==> src/rtl/gbrnp_ram.sv <==
module gbrnp_ram #(
   parameter int WIDTH = 8,
   parameter int DEPTH = 16
) (
   input  logic                     clock,
   input  logic                     we,
   input  logic [$clog2(DEPTH)-1:0] addr,
   input  logic [WIDTH-1:0]         wdata,
   output logic [WIDTH-1:0]         rdata
);

   logic [WIDTH-1:0] mem [DEPTH];
   logic [WIDTH-1:0] rdata_ff;

   // Single port with registered read.
   always_ff @(posedge clock) begin
      if (we) begin
         mem[addr] <= wdata;
      end
      rdata_ff <= mem[addr];
   end

   assign rdata = rdata_ff;

endmodule

==> config.mk <==
export PLATFORM = sky130hd
export DESIGN_NAME = gbrnp_ram
export DESIGN_NICKNAME = d
export VERILOG_FILES = /design/src/rtl/gbrnp_ram.sv
export SDC_FILE = /design/constraint.sdc
export NUM_CORES = 1
export LEC_CHECK = 0
export BUFFER_PORTS_ARGS = -buffer_cell sky130_fd_sc_hd__clkbuf_2
export CAP_MARGIN = 30
export CORE_UTILIZATION = 50
export CTS_CLUSTER_SIZE = 12
export DETAILED_ROUTE_END_ITERATION = 10
export GPL_TIMING_DRIVEN = 0
export PLACE_DENSITY = 0.76
export SLEW_MARGIN = 15
export SYNTH_ARGS = -nofsm -noshare
export SYNTH_HDL_FRONTEND = slang
export SYNTH_SLANG_ARGS = --single-unit
export TNS_END_PERCENT = 1
==> constraint.sdc <==
create_clock -name clock -period 5 [get_ports clock]
set_input_delay 1 -clock clock [delete_from_list [all_inputs] [get_ports clock]]
set_output_delay 1 -clock clock [all_outputs]
set_load 0.02 [all_outputs]
==> metrics.csv, run 1 <==
metric,value,unit
crit_slowest_cell,nor2_1,
period_needed,2.524,ns
post_cts_resized,0,
rows,36,
dp_hpwl,5.995,mm
nets,284,
die_w,102.7,um
syn_inst,230,
initial_utilization,0.5161,
postLayoutCellArea,5929,um^2
whs_path_depth,3,
postRouteAntennaNets,0,
setup_viol_count_final,0,
r2r_start,mem[15][5]$_DFFE_PP_,
drive_above_1_share,0.3145,
grt_pass1_wl,14.29,mm
drc_errors,0,
synth.distinct_cells,18,
grt_max_degree,17,
synth-seq-area-share,0.7901,
timing.fmax,396.2,MHz
post-route-period-util,0.5048,
portBuffers,19,
diodes,0,
core,9819,um^2
syn_avg_cell_area,22.03,um^2
post-cts-setup-buffers,0,
post-place-cells,384,
path_clk_slew,0.06,ns
path_max_fanout,10,
area_delta_synth_final,17.01,%
post_dp_cell_area,5354,um^2
firstDrtPassIters,4,
clock-sinks,136,
final_cells,416,
ys_warn_count,0,
fin_skew,0.006141,ns
clk_latency,0.51,ns
finalSetupTns,0,ns
h-tree-depth,4,
cts_tree,yes,
end_kind,flop,
grt_usage,0.2021,
crit_path_start_kind,input pin,
grt-ovfl-total,0,
reg2regPathDepth,3,
synth-seq-cells,136,
nFillCells,695,
fp.dieArea,10540,um^2
cp_data_arrival_time,2.66,ns
drt_iter0_drc,244,
hold_viol_final,0,
max_slew.worst_pin.slew,0.8336,ns
ir_worst_vdd,0.2035,mV
r2r_end,rdata[5]$_DFF_P_,
wl_per_cell,22.64,um
p_leak,1.922,nW
via_per_inst,5.767,
io_pins,22,
max_stage_delay,0.68,ns
hold_class,flop to flop,
routed_wl,9.419,mm
vias,2399,
slew_headroom,0.4412,
synthesis.area,5067,um^2
status,"complete, no violations",
total_power,0.002604,W
cts_hold_buf,0,
grt-busiest-layer,met2,
required,5.13,ns
met3_usage,0.05966,
ctsLongestPathBuffers,2,
grtUsageMet1,0.2827,
root_buffer,clkbuf_8,
cp_cell_sequence,"buf_2, buf_1, nand2b_1, nor2_1",
criticalPathCategory,input pin to flop,
syn-num-nets,244,
met2_usage,0.2949,
dieHeight,102.7,um
drv_cap,0,
final_max_slew_viol_count,0,
gp_congestion,0.7142,
grt_pass1_vias,2403,
pwr_density_cell,439.1,nW/um^2
antenna_found_initial,0,
hp-start,mem[10][3]$_DFFE_PP_,
whs_endpoint,rdata[3]$_DFF_P_,
rsz0062_at_grt,false,
reg2reg_slack,3.61,ns
numCtsBuffers,17,
## area by class of cell
| cell class | instances | area [um^2] | share of cell area |
|---|---|---|---|
| Sequential cell | 136 | 4004 | 0.6752 |
| Multi-Input combinational cell | 83 | 1013 | 0.1709 |
| Clock buffer | 18 | 417.9 | 0.07048 |
| Tap cell | 133 | 166.4 | 0.02807 |
| Clock inverter | 14 | 157.7 | 0.02659 |
| Timing Repair Buffer | 21 | 110.1 | 0.01857 |
| Buffer | 11 | 60.06 | 0.01013 |
## state kept, by name, indices dropped and copies added (netlist names)
| signal | cells |
|---|---|
| rdata | 8 |
| mem | 128 |
## metrics by stage
stage,util,setup WS (ns),hold slack [ns]
after floorplan,-,2.507,0.6349
after detailed placement,0.5452,1.930,0.6851
after global placement,0.5427,1.915,0.6740
after global routing,0.6038,2.415,0.7310
final,0.6038,2.476,0.7021
after CTS,0.6038,2.476,0.6962
## cell families after synthesis
| group | count (synthesis) | synth area share |
|---|---|---|
| compound gates | 16 | 0.02370 |
| buf+inv | 11 | 0.01185 |
| flops | 136 | 0.7901 |
| mux | 32 | 0.1422 |
| simple gates | 35 | 0.03210 |
## worst max-delay path by stage
stage | start | end | slack, ns | cells after the start
4_1_cts | addr[1] | mem[3][4]$_DFFE_PP_ | 2.48 | 4
6_report | addr[1] | mem[2][4]$_DFFE_PP_ | 2.48 | 4
3_3_place_gp | addr[2] | mem[0][2]$_DFFE_PP_ | 1.92 | 3
5_1_grt | addr[1] | mem[15][0]$_DFFE_PP_ | 2.42 | 4
2_1_floorplan | addr[2] | mem[0][0]$_DFFE_PP_ | 2.51 | 2
3_5_place_dp | addr[1] | mem[3][2]$_DFFE_PP_ | 1.93 | 4
## routing by layer
metal	vias up	share of wire
met5	-	0
met3	14	0.061
li1	1044	-
met4	0	0.022
met1	1249	0.43
met2	92	0.49
## critical path: cells and delay by family
kind / cells / cell delay (ns)
buffers and inverters: 2 / 0.74
AND/OR/NAND/NOR: 2 / 0.91
## report_power, final
part	total, W	switching (W)	internal, W
Combinational	0.000127	0.0000788	0.0000483
Clock	0.00120	0.000444	0.000751
Sequential	0.00128	0.00000631	0.00128
Total	0.00260	0.000529	0.00207
## cell usage after synthesis
library cell / n / share of area
clkbuf_1: 2 / 0.0015
edfxtp_1: 128 / 0.76
dfxtp_1: 8 / 0.032
buf_2: 2 / 0.0020
nand3_1: 1 / 0.00099
nand2_1: 9 / 0.0067
clkbuf_2: 1 / 0.00099
a22oi_1: 16 / 0.024
nand3b_1: 2 / 0.0030
nor2b_1: 2 / 0.0025
nor2_1: 13 / 0.0096
buf_6: 2 / 0.0044
and2_1: 1 / 0.0012
buf_1: 4 / 0.0030
or3b_2: 1 / 0.0017
mux4_2: 32 / 0.14
nor3_1: 4 / 0.0040
nand2b_1: 2 / 0.0025
## cells in the final DEF, fill, tap and decap left out, drive strengths merged, types with 2 or more instances in the layout
cell type | synthesis | routed
clkbuf | 3 | 40
clkinvlp | 0 | 5
nand2b | 2 | 2
bufinv | 0 | 3
edfxtp | 128 | 128
nor2b | 2 | 2
mux4 | 32 | 32
nor3 | 4 | 4
buf | 8 | 10
nand2 | 9 | 9
clkinv | 0 | 6
nand3b | 2 | 2
dfxtp | 8 | 8
a22oi | 16 | 16
nor2 | 13 | 13
No activity file was read; power rests on OpenSTA's default activity.
==> run 2: changes to the inputs <==
--- a/config.mk
+++ b/config.mk
@@ -5,6 +5,7 @@
 export SDC_FILE = /design/constraint.sdc
 export NUM_CORES = 1
 export LEC_CHECK = 0
+export ABC_AREA = 1
 export BUFFER_PORTS_ARGS = -buffer_cell sky130_fd_sc_hd__clkbuf_2
 export CAP_MARGIN = 30
 export CORE_UTILIZATION = 50
==> constraint.sdc (replaced) <==
create_clock -name clock -period 2.5 [get_ports clock]
set_input_delay 0.5 -clock clock [delete_from_list [all_inputs] [get_ports clock]]
set_output_delay 0.5 -clock clock [all_outputs]
set_load 0.02 [all_outputs]
==> run 2 against run 1 <==
Net effect:
- register-to-register slack worse by 2.2 ns
- largest power group is now the clock network
- critical path type unchanged
- critical endpoint is now mem[11][3]$_DFFE_PP_
- highest routed layer unchanged
- die area is 10% higher
- clock skew is 0.00099 ns higher
- via count is 59% higher
- global-route usage is 3.2 points higher
- final cell count is 78% higher
==> metrics.csv, run 2 <==
metric,value,unit
clk_latency,0.53,ns
nFillCells,794,
antenna_found_initial,0,
cts_tree,yes,
firstDrtPassIters,4,
crit_slowest_cell,nor2_1,
p_leak,2.821,nW
synth.distinct_cells,11,
rsz0062_at_grt,false,
final_cell_mix,"nand2_1, edfxtp_1, inv_1",
path_clk_slew,0.06,ns
numCtsBuffers,17,
grt_max_degree,17,
hold_class,input pin to flop,
critPathBufInv,2,
cp_data_arrival_time,2.06,ns
reg2regPathDepth,8,
rows,38,
area_delta_synth_final,17.05,%
cp_top_family,simple AND/OR/NAND/NOR gates,
crit_end,mem[11][3]$_DFFE_PP_,
clock-sinks,136,
ir_worst_vdd,0.6343,mV
end_kind,flop,
timing.fmax,522.7,MHz
dp_hpwl,7.608,mm
reg2reg_slack,1.43,ns
via_per_inst,5.159,
nets,601,
syn_avg_cell_area,10.21,um^2
criticalPathCategory,input pin to flop,
post-route-period-util,0.7652,
die_w,107.8,um
synth-seq-area-share,0.7159,
dieHeight,107.8,um
layout_commonest_cell,nand2_1,
gp_congestion,0.9196,
root_buffer,clkbuf_8,
routed_wl,12.19,mm
fp.dieArea,11610,um^2
drc_errors,0,
post_cts_resized,0,
finalSetupTns,0,ns
max_slew.worst_pin.slew,0.7873,ns
synthesis.area,5593,um^2
path_max_fanout,10,
yosysTopAreaCellShare,0.6872,
status,"complete, no violations",
cp_cell_sequence,"buf_2, clkbuf_1, nand3_1, nor2_1",
total_power,0.005711,W
critical_path.startpoint,addr[1],
crit_path_start_kind,input pin,
h-tree-depth,4,
post_dp_cell_area,5868,um^2
hold_viol_final,0,
diodes,0,
max_stage_delay,0.68,ns
syn_inst,548,
ys_warn_count,0,
synth_common_cells,"nand2_1, edfxtp_1, inv_1",
r2r_start,mem[13][2]$_DFFE_PP_,
vias,3818,
synth_area_leader_cell,edfxtp_1,
synth-seq-cells,136,
pwr_density_cell,872.4,nW/um^2
cts_hold_buf,0,
final_max_slew_viol_count,0,
core,10890,um^2
period_needed,1.913,ns
required,2.65,ns
fin_skew,0.007129,ns
setup_viol_count_final,0,
postRouteAntennaNets,0,
synth_area_leaders,"edfxtp_1, nand2_1, dfxtp_1",
wl_per_cell,16.48,um
slew_headroom,0.4732,
path_depth,4,
synth.most_common_cell,nand2_1,
ctsLongestPathBuffers,2,
drive_above_1_share,0.1167,
initial_utilization,0.5137,
portBuffers,20,
drv_cap,0,
post-cts-setup-buffers,0,
io_pins,22,
dominantRegCellSynth,edfxtp_1,
syn-num-nets,562,
grt_pass1_vias,3887,
grt_usage,0.2338,
largest_register_ff_count,128,
synth_edf_count,128,
async_flop_share,0,
r2r_end,rdata[2]$_DFF_P_,
postLayoutCellArea,6546,um^2
grt-ovfl-total,0,
regMostFlops,mem,
drt_iter0_drc,334,
grt_pass1_wl,19.29,mm
hp-start,wdata[0],
-- run 2: logic make-up after synthesis --
| logic type | count (synthesis) | share of synthesized area |
|---|---|---|
| buffers and inverters | 44 | 0.03624 |
| DFF | 136 | 0.7159 |
| and+or+nand+nor | 368 | 0.2479 |
-- run 2: layout make-up --
type | instances | area [um^2] | area share
Buffer | 21 | 116.4 | 0.01778
Clock buffer | 21 | 459.2 | 0.07015
Clock inverter | 11 | 219.0 | 0.03345
Inverter | 23 | 86.33 | 0.01319
Multi-Input combinational cell | 368 | 1386 | 0.2118
Sequential cell | 136 | 4004 | 0.6116
Tap cell | 140 | 175.2 | 0.02676
Timing Repair Buffer | 20 | 100.1 | 0.01529
-- run 2: through the flow --
step           instances  setup WS [ns]  hold WS (ns)    util
2_1_floorplan        548         0.6228        0.5989       -
3_3_place_gp         708         0.1059        0.6816  0.5390
3_5_place_dp         708        0.06540        0.6912  0.5390
4_1_cts              740         0.6150        0.4544  0.6012
5_1_grt              740         0.4703        0.4728  0.6012
6_report             740         0.5869        0.4692  0.6012
-- run 2: power breakdown --
part	internal, W	switching (W)
logic	0.0000868	0.000244
clock network	0.00190	0.000914
registers	0.00255	0.0000133
-- run 2: worst min-delay path by stage --
stage,to,slack [ns],cells after the start
final,mem[10][0]$_DFFE_PP_,0.47,1
after global routing,mem[10][0]$_DFFE_PP_,0.47,1
after CTS,mem[0][5]$_DFFE_PP_,0.45,1
after detailed placement,rdata[2]$_DFF_P_,0.69,8
after global placement,rdata[2]$_DFF_P_,0.68,8
after floorplan,mem[0][0]$_DFFE_PP_,0.60,0
-- run 2: worst reg2reg max path, cell delays in order (launching register included) --
cell and delay, ns:
edfxtp_1 0.37, nand2_1 0.08, nand2_1 0.08, nand2_1 0.06, nand2_1 0.08, nand2_1 0.11, nand2_1 0.08, inv_1 0.06
nand2_1 0.05
-- run 2: metal layers --
layer  track usage  vias to the layer above  share of wire
met1        0.2816                     1778           0.39
met2        0.3796                      169           0.50
met5             0                        -              0
li1              -                     1834              -
met3       0.06598                       37          0.079
met4        0.1282                        0          0.036
